**src/rtl/lmm_pkg.sv**
```systemverilog
// Shared types and constants for the lazy Montgomery modular ALU.
package lmm_pkg;

    // Fixed field widths
    localparam int WORD_W      = 32;
    localparam int VALUE_W     = 31;
    localparam int MOD_W       = 30;
    localparam int PLAIN_W     = 64;
    localparam int MODE_W      = 4;
    localparam int CFG_INDEX_W = 2;

    // Serial datapath: one digit of the multiplier per cycle
    localparam int DIGIT_W     = 4;
    localparam int DIGITS      = WORD_W / DIGIT_W;
    localparam int DIGIT_CNT_W = $clog2(DIGITS);
    localparam int DIV_CNT_W   = $clog2(PLAIN_W);

    // Configuration register indexes
    localparam logic [CFG_INDEX_W-1:0] REG_MODULUS     = 2'd0;
    localparam logic [CFG_INDEX_W-1:0] REG_NEG_MOD_INV = 2'd1;
    localparam logic [CFG_INDEX_W-1:0] REG_R_SQUARED   = 2'd2;

    // Configuration reset values
    localparam logic [MOD_W-1:0]  MODULUS_RST     = 30'd998244353;
    localparam logic [WORD_W-1:0] NEG_MOD_INV_RST = 32'd998244351;
    localparam logic [MOD_W-1:0]  R_SQUARED_RST   = 30'd932051910;

    // Operation codes
    localparam logic [MODE_W-1:0] MODE_ADD  = 4'd0;
    localparam logic [MODE_W-1:0] MODE_SUB  = 4'd1;
    localparam logic [MODE_W-1:0] MODE_NEG  = 4'd2;
    localparam logic [MODE_W-1:0] MODE_MUL  = 4'd3;
    localparam logic [MODE_W-1:0] MODE_POW  = 4'd4;
    localparam logic [MODE_W-1:0] MODE_INV  = 4'd5;
    localparam logic [MODE_W-1:0] MODE_TO   = 4'd6;
    localparam logic [MODE_W-1:0] MODE_FROM = 4'd7;
    localparam logic [MODE_W-1:0] MODE_EQ   = 4'd8;
    localparam logic [MODE_W-1:0] MODE_LT   = 4'd9;

    typedef struct packed {
        logic [MODE_W-1:0]         mode;
        logic [VALUE_W-1:0]        operand_a;
        logic [VALUE_W-1:0]        operand_b;
        logic signed [PLAIN_W-1:0] plain_value;
        logic [PLAIN_W-1:0]        exponent;
    } lmm_cmd_t;

    typedef struct packed {
        logic [VALUE_W-1:0] result;
        logic               compare_flag;
    } lmm_rsp_t;

    typedef struct packed {
        logic              start;
        logic [WORD_W-1:0] a;
        logic [WORD_W-1:0] b;
    } mul_req_t;

    typedef struct packed {
        logic              done;
        logic [WORD_W-1:0] product;
    } mul_rsp_t;

    typedef enum logic [1:0] {
        MUL_IDLE,
        MUL_PROD,
        MUL_QUOT,
        MUL_SUM
    } mul_state_t;

    typedef enum logic [3:0] {
        ST_IDLE,
        ST_START,
        ST_DIV,
        ST_MUL,
        ST_POW_INIT,
        ST_POW_STEP,
        ST_POW_MUL,
        ST_POW_SQR,
        ST_DONE
    } alu_state_t;

endpackage

```
**src/rtl/lmm_if.sv**
```systemverilog
// Command and response channel interfaces of the lazy Montgomery modular ALU.
interface lmm_cmd_if;
    import lmm_pkg::*;

    logic     valid;
    logic     ready;
    lmm_cmd_t data;

    modport source (output valid, output data, input ready);
    modport sink   (input valid, input data, output ready);
endinterface

interface lmm_rsp_if;
    import lmm_pkg::*;

    logic     valid;
    logic     ready;
    lmm_rsp_t data;

    modport source (output valid, output data, input ready);
    modport sink   (input valid, input data, output ready);
endinterface

```
**src/rtl/lmm_mont_mul.sv**
```systemverilog
// Digit-serial Montgomery multiplier: product, quotient and reduction passes.
module lmm_mont_mul (
    input  logic                         clk,
    input  logic                         rst_n,
    input  lmm_pkg::mul_req_t            req,
    input  logic [lmm_pkg::MOD_W-1:0]    modulus,
    input  logic [lmm_pkg::WORD_W-1:0]   neg_mod_inverse,
    output lmm_pkg::mul_rsp_t            rsp
);
    import lmm_pkg::*;

    localparam int ACC_W  = WORD_W + 1;
    localparam int PART_W = WORD_W + DIGIT_W;
    localparam int SUM_W  = PART_W + 1;

    mul_state_t             state_reg, state_next;
    logic [DIGIT_CNT_W-1:0] cnt_reg, cnt_next;
    logic [WORD_W-1:0]      mcand_reg, mcand_next;
    logic [WORD_W-1:0]      mplier_reg, mplier_next;
    logic [WORD_W-1:0]      lo_reg, lo_next;
    logic [WORD_W-1:0]      xhi_reg, xhi_next;
    logic [WORD_W-1:0]      prod_reg, prod_next;
    logic [ACC_W-1:0]       hi_reg, hi_next;
    logic                   done_reg, done_next;

    logic [PART_W-1:0]      partial;
    logic [SUM_W-1:0]       step_sum;
    logic [ACC_W-1:0]       step_hi;
    logic [WORD_W-1:0]      step_lo;
    logic                   last_digit;

    // One digit step: add the digit product and the low digit still to be folded in
    assign partial  = {{DIGIT_W{1'b0}}, mcand_reg}
                    * {{WORD_W{1'b0}}, mplier_reg[DIGIT_W-1:0]};
    assign step_sum = SUM_W'(hi_reg) + SUM_W'(partial) + SUM_W'(lo_reg[DIGIT_W-1:0]);
    assign step_hi  = step_sum[SUM_W-1:DIGIT_W];
    assign step_lo  = {step_sum[DIGIT_W-1:0], lo_reg[WORD_W-1:DIGIT_W]};
    assign last_digit = (cnt_reg == DIGIT_CNT_W'(DIGITS - 1));

    always_comb
    begin
        state_next  = state_reg;
        cnt_next    = cnt_reg;
        mcand_next  = mcand_reg;
        mplier_next = mplier_reg;
        lo_next     = lo_reg;
        xhi_next    = xhi_reg;
        prod_next   = prod_reg;
        hi_next     = hi_reg;
        done_next   = 1'b0;

        case (state_reg)
            MUL_IDLE:
            begin
                if (req.start)
                begin
                    mcand_next  = req.a;
                    mplier_next = req.b;
                    hi_next     = '0;
                    lo_next     = '0;
                    cnt_next    = '0;
                    state_next  = MUL_PROD;
                end
            end
            MUL_PROD, MUL_QUOT, MUL_SUM:
            begin
                hi_next     = step_hi;
                lo_next     = step_lo;
                mplier_next = mplier_reg >> DIGIT_W;
                cnt_next    = cnt_reg + 1'b1;
                if (last_digit)
                begin
                    cnt_next = '0;
                    hi_next  = '0;
                    case (state_reg)
                        MUL_PROD:
                        begin
                            // low half becomes the multiplicand of the quotient pass
                            mcand_next  = step_lo;
                            xhi_next    = step_hi[WORD_W-1:0];
                            mplier_next = neg_mod_inverse;
                            lo_next     = '0;
                            state_next  = MUL_QUOT;
                        end
                        MUL_QUOT:
                        begin
                            // fold the low half back in while adding q * modulus
                            mcand_next  = {{(WORD_W - MOD_W){1'b0}}, modulus};
                            mplier_next = step_lo;
                            lo_next     = mcand_reg;
                            state_next  = MUL_SUM;
                        end
                        default:
                        begin
                            prod_next  = xhi_reg + step_hi[WORD_W-1:0];
                            done_next  = 1'b1;
                            state_next = MUL_IDLE;
                        end
                    endcase
                end
            end
            default:
            begin
                state_next = MUL_IDLE;
            end
        endcase
    end

    always_ff @(posedge clk or negedge rst_n)
    begin
        if (!rst_n)
        begin
            state_reg <= MUL_IDLE;
            cnt_reg   <= '0;
            done_reg  <= 1'b0;
        end
        else
        begin
            state_reg <= state_next;
            cnt_reg   <= cnt_next;
            done_reg  <= done_next;
        end
    end

    always_ff @(posedge clk)
    begin
        mcand_reg  <= mcand_next;
        mplier_reg <= mplier_next;
        lo_reg     <= lo_next;
        xhi_reg    <= xhi_next;
        prod_reg   <= prod_next;
        hi_reg     <= hi_next;
    end

    assign rsp.done    = done_reg;
    assign rsp.product = prod_reg;

endmodule

```
**src/rtl/lazy_montgomery_mod_alu_unit.sv**
```systemverilog
// Top level of the lazy Montgomery modular ALU.
//
// Modular arithmetic over an odd modulus below 2^30, values held in Montgomery
// form (R = 2^32) and kept lazily in [0, 2*modulus). One command gives one
// response. Commands are taken one at a time; the response sits in an output
// register so the next command is accepted while it waits to be taken. Add,
// subtract, negate and the compares are worked out in the decode state and go
// straight to the output hand-off. Every Montgomery product goes through one
// shared multiplier that handles one 4-bit digit per cycle over three passes
// (product, quotient, reduction). Multiply and from_mont each take one product;
// to_mont first runs a bit-serial remainder over the 64-bit integer and then
// one product. Power and inverse do one product for the starting value and
// then, per exponent bit, an optional multiply and a squaring. Configuration
// registers must only be written while the unit is idle.
module lazy_montgomery_mod_alu_unit #(
    parameter int EXPONENT_BITS = 64
) (
    input  logic                             clk,
    input  logic                             rst_n,
    lmm_cmd_if.sink                          cmd,
    lmm_rsp_if.source                        rsp,
    input  logic                             cfg_we,
    input  logic [lmm_pkg::CFG_INDEX_W-1:0]  cfg_index,
    input  logic [lmm_pkg::WORD_W-1:0]       cfg_data
);
    import lmm_pkg::*;

    localparam int BIT_CNT_W = $clog2(EXPONENT_BITS + 1);

    function automatic logic [WORD_W-1:0] wrap_fix(input logic [WORD_W-1:0] t,
                                                   input logic [WORD_W-1:0] two_m);
        logic [WORD_W-1:0] fixed;
        fixed = t[WORD_W-1] ? t + two_m : t;
        return fixed;
    endfunction

    // Configuration
    logic [MOD_W-1:0]  modulus_reg;
    logic [WORD_W-1:0] nmi_reg;
    logic [MOD_W-1:0]  r2_reg;

    // Sequencer state and operands
    alu_state_t               state_reg, state_next;
    logic [MODE_W-1:0]        mode_reg, mode_next;
    logic [VALUE_W-1:0]       a_reg, a_next;
    logic [VALUE_W-1:0]       b_reg, b_next;
    logic [PLAIN_W-1:0]       dvd_reg, dvd_next;
    logic                     neg_reg, neg_next;
    logic [EXPONENT_BITS-1:0] exp_reg, exp_next;
    logic [BIT_CNT_W-1:0]     bit_cnt_reg, bit_cnt_next;
    logic [DIV_CNT_W-1:0]     div_cnt_reg, div_cnt_next;
    logic [MOD_W-1:0]         rem_reg, rem_next;
    logic [WORD_W-1:0]        acc_reg, acc_next;
    logic [WORD_W-1:0]        sq_reg, sq_next;
    logic [WORD_W-1:0]        res_reg, res_next;
    logic                     flag_reg, flag_next;

    // Output register
    logic                     out_valid_reg, out_valid_next;
    logic [VALUE_W-1:0]       out_result_reg, out_result_next;
    logic                     out_flag_reg, out_flag_next;
    logic                     out_load;

    // Multiplier hand-off
    mul_req_t mul_req;
    mul_rsp_t mul_rsp;

    // Datapath helpers
    logic [WORD_W-1:0]  m32, two_m, a32, b32, norm_a, norm_b;
    logic [WORD_W-1:0]  m_minus_two, init_val, to_val, from_fix;
    logic [PLAIN_W-1:0] inv_exp_full, plain_bits, plain_mag;
    logic [MOD_W:0]     trial, trial_diff;
    logic               trial_ge;
    logic [MOD_W-1:0]   rem_step;
    logic               pow_last;

    assign m32   = {{(WORD_W - MOD_W){1'b0}}, modulus_reg};
    assign two_m = {{(WORD_W - MOD_W - 1){1'b0}}, modulus_reg, 1'b0};
    assign a32   = {1'b0, a_reg};
    assign b32   = {1'b0, b_reg};

    // Compares act on values brought below modulus by one conditional subtract
    assign norm_a = (a32 >= m32) ? a32 - m32 : a32;
    assign norm_b = (b32 >= m32) ? b32 - m32 : b32;

    // Inverse raises to modulus - 2, taken modulo 2^32
    assign m_minus_two  = m32 - WORD_W'(2);
    assign inv_exp_full = {{(PLAIN_W - WORD_W){1'b0}}, m_minus_two};

    // One in Montgomery form starts from (1 rem modulus) + modulus
    always_comb
    begin
        if (modulus_reg == '0)
            init_val = '0;
        else if (modulus_reg == MOD_W'(1))
            init_val = WORD_W'(1);
        else
            init_val = m32 + WORD_W'(1);
    end

    // Bit-serial remainder of the magnitude of plain_value
    assign plain_bits = cmd.data.plain_value;
    assign plain_mag  = plain_bits[PLAIN_W-1] ? (~plain_bits + PLAIN_W'(1)) : plain_bits;
    assign trial      = {rem_reg, dvd_reg[PLAIN_W-1]};
    assign trial_ge   = (trial >= {1'b0, modulus_reg});
    assign trial_diff = trial - {1'b0, modulus_reg};
    assign rem_step   = trial_ge ? trial_diff[MOD_W-1:0] : trial[MOD_W-1:0];

    // Remainder carries the sign of the integer; lift it into [1, 2*modulus)
    always_comb
    begin
        if (modulus_reg == '0)
            to_val = '0;
        else if (neg_reg)
            to_val = m32 - {{(WORD_W - MOD_W){1'b0}}, rem_step};
        else
            to_val = {{(WORD_W - MOD_W){1'b0}}, rem_step} + m32;
    end

    assign from_fix = (mul_rsp.product >= m32) ? mul_rsp.product - m32 : mul_rsp.product;
    assign pow_last = (bit_cnt_reg == BIT_CNT_W'(EXPONENT_BITS - 1));
    assign out_load = (state_reg == ST_DONE) && (!out_valid_reg || rsp.ready);

    always_comb
    begin
        state_next   = state_reg;
        mode_next    = mode_reg;
        a_next       = a_reg;
        b_next       = b_reg;
        dvd_next     = dvd_reg;
        neg_next     = neg_reg;
        exp_next     = exp_reg;
        bit_cnt_next = bit_cnt_reg;
        div_cnt_next = div_cnt_reg;
        rem_next     = rem_reg;
        acc_next     = acc_reg;
        sq_next      = sq_reg;
        res_next     = res_reg;
        flag_next    = flag_reg;
        mul_req      = '0;

        case (state_reg)
            ST_IDLE:
            begin
                // Capture the command on transfer
                if (cmd.valid)
                begin
                    mode_next  = cmd.data.mode;
                    a_next     = cmd.data.operand_a;
                    b_next     = cmd.data.operand_b;
                    dvd_next   = plain_mag;
                    neg_next   = plain_bits[PLAIN_W-1];
                    exp_next   = cmd.data.exponent[EXPONENT_BITS-1:0];
                    state_next = ST_START;
                end
            end
            ST_START:
            begin
                flag_next = 1'b0;
                res_next  = '0;
                case (mode_reg)
                    MODE_ADD:
                    begin
                        res_next   = wrap_fix(a32 + b32 - two_m, two_m);
                        state_next = ST_DONE;
                    end
                    MODE_SUB:
                    begin
                        res_next   = wrap_fix(a32 - b32, two_m);
                        state_next = ST_DONE;
                    end
                    MODE_NEG:
                    begin
                        res_next   = wrap_fix(WORD_W'(0) - a32, two_m);
                        state_next = ST_DONE;
                    end
                    MODE_MUL:
                    begin
                        mul_req.start = 1'b1;
                        mul_req.a     = a32;
                        mul_req.b     = b32;
                        state_next    = ST_MUL;
                    end
                    MODE_FROM:
                    begin
                        // Reduction of the bare value is a product with one
                        mul_req.start = 1'b1;
                        mul_req.a     = a32;
                        mul_req.b     = WORD_W'(1);
                        state_next    = ST_MUL;
                    end
                    MODE_POW, MODE_INV:
                    begin
                        mul_req.start = 1'b1;
                        mul_req.a     = init_val;
                        mul_req.b     = {{(WORD_W - MOD_W){1'b0}}, r2_reg};
                        sq_next       = a32;
                        bit_cnt_next  = '0;
                        if (mode_reg == MODE_INV)
                            exp_next = inv_exp_full[EXPONENT_BITS-1:0];
                        state_next    = ST_POW_INIT;
                    end
                    MODE_TO:
                    begin
                        rem_next     = '0;
                        div_cnt_next = '0;
                        state_next   = ST_DIV;
                    end
                    MODE_EQ:
                    begin
                        flag_next  = (norm_a == norm_b);
                        state_next = ST_DONE;
                    end
                    MODE_LT:
                    begin
                        flag_next  = (norm_a < norm_b);
                        state_next = ST_DONE;
                    end
                    default:
                    begin
                        state_next = ST_DONE;
                    end
                endcase
            end
            ST_DIV:
            begin
                // One quotient bit per cycle, most significant first
                rem_next     = rem_step;
                dvd_next     = dvd_reg << 1;
                div_cnt_next = div_cnt_reg + 1'b1;
                if (div_cnt_reg == '1)
                begin
                    mul_req.start = 1'b1;
                    mul_req.a     = to_val;
                    mul_req.b     = {{(WORD_W - MOD_W){1'b0}}, r2_reg};
                    state_next    = ST_MUL;
                end
            end
            ST_MUL:
            begin
                if (mul_rsp.done)
                begin
                    res_next   = (mode_reg == MODE_FROM) ? from_fix : mul_rsp.product;
                    state_next = ST_DONE;
                end
            end
            ST_POW_INIT:
            begin
                if (mul_rsp.done)
                begin
                    acc_next   = mul_rsp.product;
                    state_next = ST_POW_STEP;
                end
            end
            ST_POW_STEP:
            begin
                // Scan the exponent from its least significant bit
                mul_req.start = 1'b1;
                if (exp_reg[0])
                begin
                    mul_req.a  = acc_reg;
                    mul_req.b  = sq_reg;
                    state_next = ST_POW_MUL;
                end
                else
                begin
                    mul_req.a  = sq_reg;
                    mul_req.b  = sq_reg;
                    state_next = ST_POW_SQR;
                end
            end
            ST_POW_MUL:
            begin
                // Multiplier is idle again on the done cycle: chain the squaring
                if (mul_rsp.done)
                begin
                    acc_next      = mul_rsp.product;
                    mul_req.start = 1'b1;
                    mul_req.a     = sq_reg;
                    mul_req.b     = sq_reg;
                    state_next    = ST_POW_SQR;
                end
            end
            ST_POW_SQR:
            begin
                if (mul_rsp.done)
                begin
                    sq_next  = mul_rsp.product;
                    exp_next = exp_reg >> 1;
                    if (pow_last)
                    begin
                        res_next   = acc_reg;
                        state_next = ST_DONE;
                    end
                    else
                    begin
                        bit_cnt_next = bit_cnt_reg + 1'b1;
                        state_next   = ST_POW_STEP;
                    end
                end
            end
            ST_DONE:
            begin
                // Hold until the output register is free
                if (out_load)
                    state_next = ST_IDLE;
            end
            default:
            begin
                state_next = ST_IDLE;
            end
        endcase
    end

    always_comb
    begin
        out_valid_next  = out_valid_reg;
        out_result_next = out_result_reg;
        out_flag_next   = out_flag_reg;
        if (out_load)
        begin
            out_valid_next  = 1'b1;
            out_result_next = res_reg[VALUE_W-1:0];
            out_flag_next   = flag_reg;
        end
        else if (rsp.ready)
        begin
            out_valid_next = 1'b0;
        end
    end

    // Control state and configuration
    always_ff @(posedge clk or negedge rst_n)
    begin
        if (!rst_n)
        begin
            state_reg     <= ST_IDLE;
            out_valid_reg <= 1'b0;
            modulus_reg   <= MODULUS_RST;
            nmi_reg       <= NEG_MOD_INV_RST;
            r2_reg        <= R_SQUARED_RST;
        end
        else
        begin
            state_reg     <= state_next;
            out_valid_reg <= out_valid_next;
            if (cfg_we)
            begin
                case (cfg_index)
                    REG_MODULUS:     modulus_reg <= cfg_data[MOD_W-1:0];
                    REG_NEG_MOD_INV: nmi_reg     <= cfg_data;
                    REG_R_SQUARED:   r2_reg      <= cfg_data[MOD_W-1:0];
                    default:
                    begin
                        // drop writes to unused indexes
                    end
                endcase
            end
        end
    end

    // Payload
    always_ff @(posedge clk)
    begin
        mode_reg       <= mode_next;
        a_reg          <= a_next;
        b_reg          <= b_next;
        dvd_reg        <= dvd_next;
        neg_reg        <= neg_next;
        exp_reg        <= exp_next;
        bit_cnt_reg    <= bit_cnt_next;
        div_cnt_reg    <= div_cnt_next;
        rem_reg        <= rem_next;
        acc_reg        <= acc_next;
        sq_reg         <= sq_next;
        res_reg        <= res_next;
        flag_reg       <= flag_next;
        out_result_reg <= out_result_next;
        out_flag_reg   <= out_flag_next;
    end

    lmm_mont_mul u_mont_mul (
        .clk             (clk),
        .rst_n           (rst_n),
        .req             (mul_req),
        .modulus         (modulus_reg),
        .neg_mod_inverse (nmi_reg),
        .rsp             (mul_rsp)
    );

    assign cmd.ready = (state_reg == ST_IDLE);
    assign rsp.valid = out_valid_reg;
    assign rsp.data  = '{result: out_result_reg, compare_flag: out_flag_reg};

    // A product only completes while the sequencer waits for one
    a_done_while_waiting: assert property (@(posedge clk) disable iff (!rst_n)
        mul_rsp.done |-> (state_reg == ST_MUL || state_reg == ST_POW_INIT
                          || state_reg == ST_POW_MUL || state_reg == ST_POW_SQR))
        else $error("multiplier finished outside a wait state");

    a_transfer_starts: assert property (@(posedge clk) disable iff (!rst_n)
        (cmd.valid && cmd.ready) |=> (state_reg == ST_START))
        else $error("command transfer did not start decoding");

    a_flag_only_compare: assert property (@(posedge clk) disable iff (!rst_n)
        (out_load && flag_reg) |-> (mode_reg == MODE_EQ || mode_reg == MODE_LT))
        else $error("compare flag raised outside a compare");

    a_div_hands_off: assert property (@(posedge clk) disable iff (!rst_n)
        (state_reg == ST_DIV && div_cnt_reg == '1) |=> (state_reg == ST_MUL))
        else $error("remainder pass did not hand off to the multiplier");

endmodule
```
**src/flat_wrapper.sv**
```systemverilog
// flat-port wrapper written by rule: the top's interface ports become plain ports
module lazy_montgomery_mod_alu_unit_flat import lmm_pkg::*;
#(
    parameter int EXPONENT_BITS = 64
)
  (clk, rst_n, cfg_we, cfg_index, cfg_data, cmd_valid, cmd_data, cmd_ready, rsp_valid, rsp_data, rsp_ready);
  lmm_cmd_if cmd_i ();
  lmm_rsp_if rsp_i ();
  input  logic clk;
  input  logic rst_n;
  input  logic cfg_we;
  input  logic [lmm_pkg::CFG_INDEX_W-1:0] cfg_index;
  input  logic [lmm_pkg::WORD_W-1:0] cfg_data;
  input wire logic [$bits(cmd_i.valid)-1:0] cmd_valid;
  input wire logic [$bits(cmd_i.data)-1:0] cmd_data;
  output wire logic [$bits(cmd_i.ready)-1:0] cmd_ready;
  output wire logic [$bits(rsp_i.valid)-1:0] rsp_valid;
  output wire logic [$bits(rsp_i.data)-1:0] rsp_data;
  input wire logic [$bits(rsp_i.ready)-1:0] rsp_ready;
  assign cmd_i.valid = cmd_valid;
  assign cmd_i.data = cmd_data;
  assign cmd_ready = cmd_i.ready;
  assign rsp_valid = rsp_i.valid;
  assign rsp_data = rsp_i.data;
  assign rsp_i.ready = rsp_ready;
  lazy_montgomery_mod_alu_unit #(.EXPONENT_BITS(EXPONENT_BITS)) u_core (.clk(clk), .rst_n(rst_n), .cmd(cmd_i), .rsp(rsp_i), .cfg_we(cfg_we), .cfg_index(cfg_index), .cfg_data(cfg_data));
endmodule
```
**config.mk**
```make
export PLATFORM = sky130hd
export DESIGN_NAME = lazy_montgomery_mod_alu_unit_flat
export DESIGN_NICKNAME = d
export VERILOG_FILES = /design/src/rtl/lmm_pkg.sv /design/src/rtl/lmm_if.sv /design/src/rtl/lmm_mont_mul.sv /design/src/rtl/lazy_montgomery_mod_alu_unit.sv /design/src/flat_wrapper.sv
export SDC_FILE = /design/constraint.sdc
export NUM_CORES = 2
export LEC_CHECK = 0
export BUFFER_PORTS_ARGS = -buffer_cell sky130_fd_sc_hd__buf_4
export CAP_MARGIN = 20
export CORE_ASPECT_RATIO = 1.2
export CORE_UTILIZATION = 58
export DETAILED_ROUTE_END_ITERATION = 10
export PLACE_DENSITY = 0.79
export RECOVER_POWER = 50
export SETUP_SLACK_MARGIN = 0.5
export SKIP_LAST_GASP = 1
export SYNTH_ARGS = -nofsm -noshare
export SYNTH_HDL_FRONTEND = slang
export SYNTH_HIERARCHICAL = 1
export SYNTH_SLANG_ARGS = --single-unit
```
**constraint.sdc**
```tcl
create_clock -name clk -period 7.5 [get_ports clk]
set_clock_uncertainty 0.15 [all_clocks]
set_input_delay 0.375 -clock clk [delete_from_list [all_inputs] [get_ports clk]]
set_output_delay 0.375 -clock clk [all_outputs]
set_load 0.02 [all_outputs]
```
==> flow_metrics.tcl <==
set metrics [dict create \
    outcome "finished with violations" \
    violations "capacitance limit, slew limit" \
    design_power_total_mw 38.5 \
    worst_hold_path_type "in2reg" \
    max-clock-path-buffers 3 \
    port_buffers 266 \
    grt_pass1_wl_mm 340 \
    grt_start_max_net_pins 116 \
    htree_levels 3 \
    fin_nets 7840 \
    tritoncts.num_buffers 73 \
    timing.fmax_ghz 0.143 \
    dp_hpwl_mm 180 \
    post_drt_via_cell_ratio 6.72 \
    final_layout_size_suffix_gt1_share_pct 12.3 \
    via_count_of_the_first_global_routing_pass 54710 \
    cts_root_buffer "sky130_fd_sc_hd__clkbuf_16" \
    antenna_left 0 \
    max-vdd-ir-drop_mv 2.49 \
    std_cell_rows 126 \
    initial_core_util_pct 58.8 \
    number_of_storage_elements_in_the_synthesis_netlist 662 \
    area_growth_pct 16.5 \
    slew_at_the_pin_closest_to_its_max_slew_limit_ns 3.94 \
    power.density_mw_per_mm2 569 \
    crit_required_ns 7.76 \
    final_common_cell "sky130_fd_sc_hd__nand2_1" \
    ys.flop_type "sky130_fd_sc_hd__edfxtp_1" \
    final.setup.tns_ns 0 \
    grt_use_total_pct 45.1 \
    number_of_distinct_library_cell_variants_in_the_gate_level_netlist_after_synthesis 102 \
    ys.warnings.count 6 \
    syn-num-nets 7247 \
    place.gp.congestion 1.10 \
    die_h_um 349 \
    finalHoldViolations 0 \
    critical_path_peak_fanout 8 \
    detailedRoute.firstIterationViolations 6831 \
    drt_first_pass_iters 9 \
    finalCritPeriodShare_pct 92.9 \
    power.leakage_nw 28.0 \
    cts.sinks 662 \
    drv_slew 900 \
    kind_of_end_point_of_the_critical_path "flip-flop" \
    max_cap_violations 20 \
    route.detailed.drc 0 \
    yosysSeqAreaShare_pct 33.4 \
    rsz0062_at_grt "true" \
    dieWidth_um 291 \
    synth-edff-count 559 \
    antenna_found_initial 6 \
    insertion_delay_ns 0.68 \
    period_needed_ns 6.97 \
    layout_common_cells "sky130_fd_sc_hd__nand2_1 (628), sky130_fd_sc_hd__edfxtp_1 (559), sky130_fd_sc_hd__o21ai_0 (497), sky130_fd_sc_hd__ha_1 (483), sky130_fd_sc_hd__inv_1 (460)" \
    postSynthCellCount 6389 \
    crit_path_start_kind "flip-flop" \
    post_drt_wl_per_cell_um 28.1 \
    design.portCount 267 \
    syn_avg_cell_area_sq_um 9.09 \
    final_core_utilization_pct 68.5 \
    core_region_area_sq_mm 0.0988 \
    nFillCells 7739 \
    synth_area_sq_mm 0.0581 \
    setup.worst_path.class "reg2reg" \
    die_area_sq_mm 0.101 \
    detailroute.via_count 55920 \
    routed_wirelength_mm 234 \
    cts_tree "built" \
    slew-limit-headroom_pct -163 \
    cp_data_arrival_time_ns 7.23 \
    total_of_endpoints_with_negative_setup_slack_in_the_final_report 0 \
    grt_overflow_total 0 \
    synth_async_sr_flop_share_pct 15.6 \
    cts.clk_slew.worst_paths_ns 0.07 \
]
==> stage by stage <==
stage | std cells | area, sq um | hold WS, ns | setup slack (ns)
4_1_cts | 8316 | 67800 | 0.000842 | 0.507
3_5_place_dp | 7969 | 63200 | 0.255 | 0.0711
2_1_floorplan | 6389 | 58100 | -0.0706 | 0.604
5_1_grt | 8323 | 67700 | 0.00547 | 0.357
3_3_place_gp | 7969 | 63200 | 0.251 | 0.0163
6_report | 8324 | 67700 | 0.0128 | 0.529
==> final cells by class <==
cell class,count,area [sq um],area share (%)
Sequential cell,662,19400,28.7
Multi-Input combinational cell,5004,36200,53.5
Clock inverter,49,529,0.782
Clock buffer,85,1970,2.90
Inverter,463,1740,2.58
Tap cell,1280,1600,2.37
Antenna cell,3,7.51,0.0111
Timing Repair Buffer,778,6190,9.15
==> synth_stat cells (161+ instances only) <==
library cell                 n  area share [%]
sky130_fd_sc_hd__inv_1     462             3.0
sky130_fd_sc_hd__nor2_1    414             2.7
sky130_fd_sc_hd__clkbuf_1  224             1.4
sky130_fd_sc_hd__xnor2_1   283             4.3
sky130_fd_sc_hd__and2_1    163             1.8
sky130_fd_sc_hd__a21o_1    169             2.2
sky130_fd_sc_hd__a21oi_1   460             4.0
sky130_fd_sc_hd__ha_1      487              10
sky130_fd_sc_hd__nand2_1   629             4.1
sky130_fd_sc_hd__edfxtp_1  559              29
sky130_fd_sc_hd__xor2_1    161             2.4
sky130_fd_sc_hd__o21ai_0   503             4.3
==> cell families after synthesis <==
group           synth area share (%)
compound gates                  21.4
simple gates                    15.1
buf+inv                         4.72
flops                           33.4
fa+ha+maj                       15.2
xor+xnor                        6.73
mux                             3.28
==> per-layer routing <==
layer | vias to the layer above | global-route usage [%] | wire [um]
li1 | 24589 | - | -
met3 | 949 | 8.17 | 23800
met5 | - | 0.0956 | 15
met4 | 2 | 34.7 | 21300
met2 | 3659 | 74.3 | 108000
met1 | 26721 | 52.3 | 81000
==> report_power, final <==
part	leakage [nW]	switching (mW)	internal (mW)
combinational	20.5	17.6	10.9
sequential	6.29	0.236	5.90
clock	1.21	1.66	2.18
==> what timing repair did <==
action / in CTS / in global routing
resized for setup: 7 / 26
gates cloned: 0 / 1
setup buffers: 2 / 2
pin swaps: 0 / 7
endpoints found under the hold margin: 293 / 0
hold buffers: 211 / 0
endpoints found under the setup margin: 6 / 30
==> worst max-delay path: stages, from the launching register on <==
cell and delay, ns:
sky130_fd_sc_hd__edfxtp_1 0.54, sky130_fd_sc_hd__buf_4 0.22, sky130_fd_sc_hd__and2_1 0.15, sky130_fd_sc_hd__fa_1 0.50, sky130_fd_sc_hd__fa_1 0.50, sky130_fd_sc_hd__inv_1 0.05, sky130_fd_sc_hd__fa_1 0.47, sky130_fd_sc_hd__inv_1 0.04
sky130_fd_sc_hd__ha_1 0.35, sky130_fd_sc_hd__and4_1 0.26, sky130_fd_sc_hd__a21oi_1 0.14, sky130_fd_sc_hd__o21ai_0 0.14, sky130_fd_sc_hd__nor2_1 0.22, sky130_fd_sc_hd__o21ai_1 0.18, sky130_fd_sc_hd__a21o_1 0.21, sky130_fd_sc_hd__a21oi_1 0.24
sky130_fd_sc_hd__xnor2_1 0.15, sky130_fd_sc_hd__ha_2 0.43, sky130_fd_sc_hd__nand2_1 0.06, sky130_fd_sc_hd__o21ai_0 0.45, sky130_fd_sc_hd__a31oi_1 0.14, sky130_fd_sc_hd__a21boi_0 0.25, sky130_fd_sc_hd__o311ai_1 0.13, sky130_fd_sc_hd__buf_4 0.17
sky130_fd_sc_hd__a21oi_2 0.22, sky130_fd_sc_hd__nor2_1 0.08, sky130_fd_sc_hd__a221o_1 0.26
==> final timing paths <==
path | startpoint | to | slack (ns) | depth (start not counted)
hold / removal | cmd_data[114] | u_core/dvd_reg[50]$_DFFE_PP_ | 0.01 | 3
max in group asynchronous | rst_n | u_core/modulus_reg[26]$_DFFE_PN0P_ | 1.90 | 3
min in group asynchronous | rst_n | u_core/r2_reg[3]$_DFFE_PN0P_ | 1.11 | 2
setup / recovery | u_core/u_mont_mul/mplier_reg[2]$_DFFE_PP_ | u_core/u_mont_mul/prod_reg[28]$_DFFE_PP_ | 0.53 | 26
setup reg to reg | u_core/u_mont_mul/mplier_reg[2]$_DFFE_PP_ | u_core/u_mont_mul/prod_reg[28]$_DFFE_PP_ | 0.53 | 26
hold reg to reg | u_core/res_reg[22]$_DFFE_PP_ | u_core/out_result_reg[22]$_DFFE_PP_ | 0.27 | 0
No activity file was read; power rests on OpenSTA's default activity.
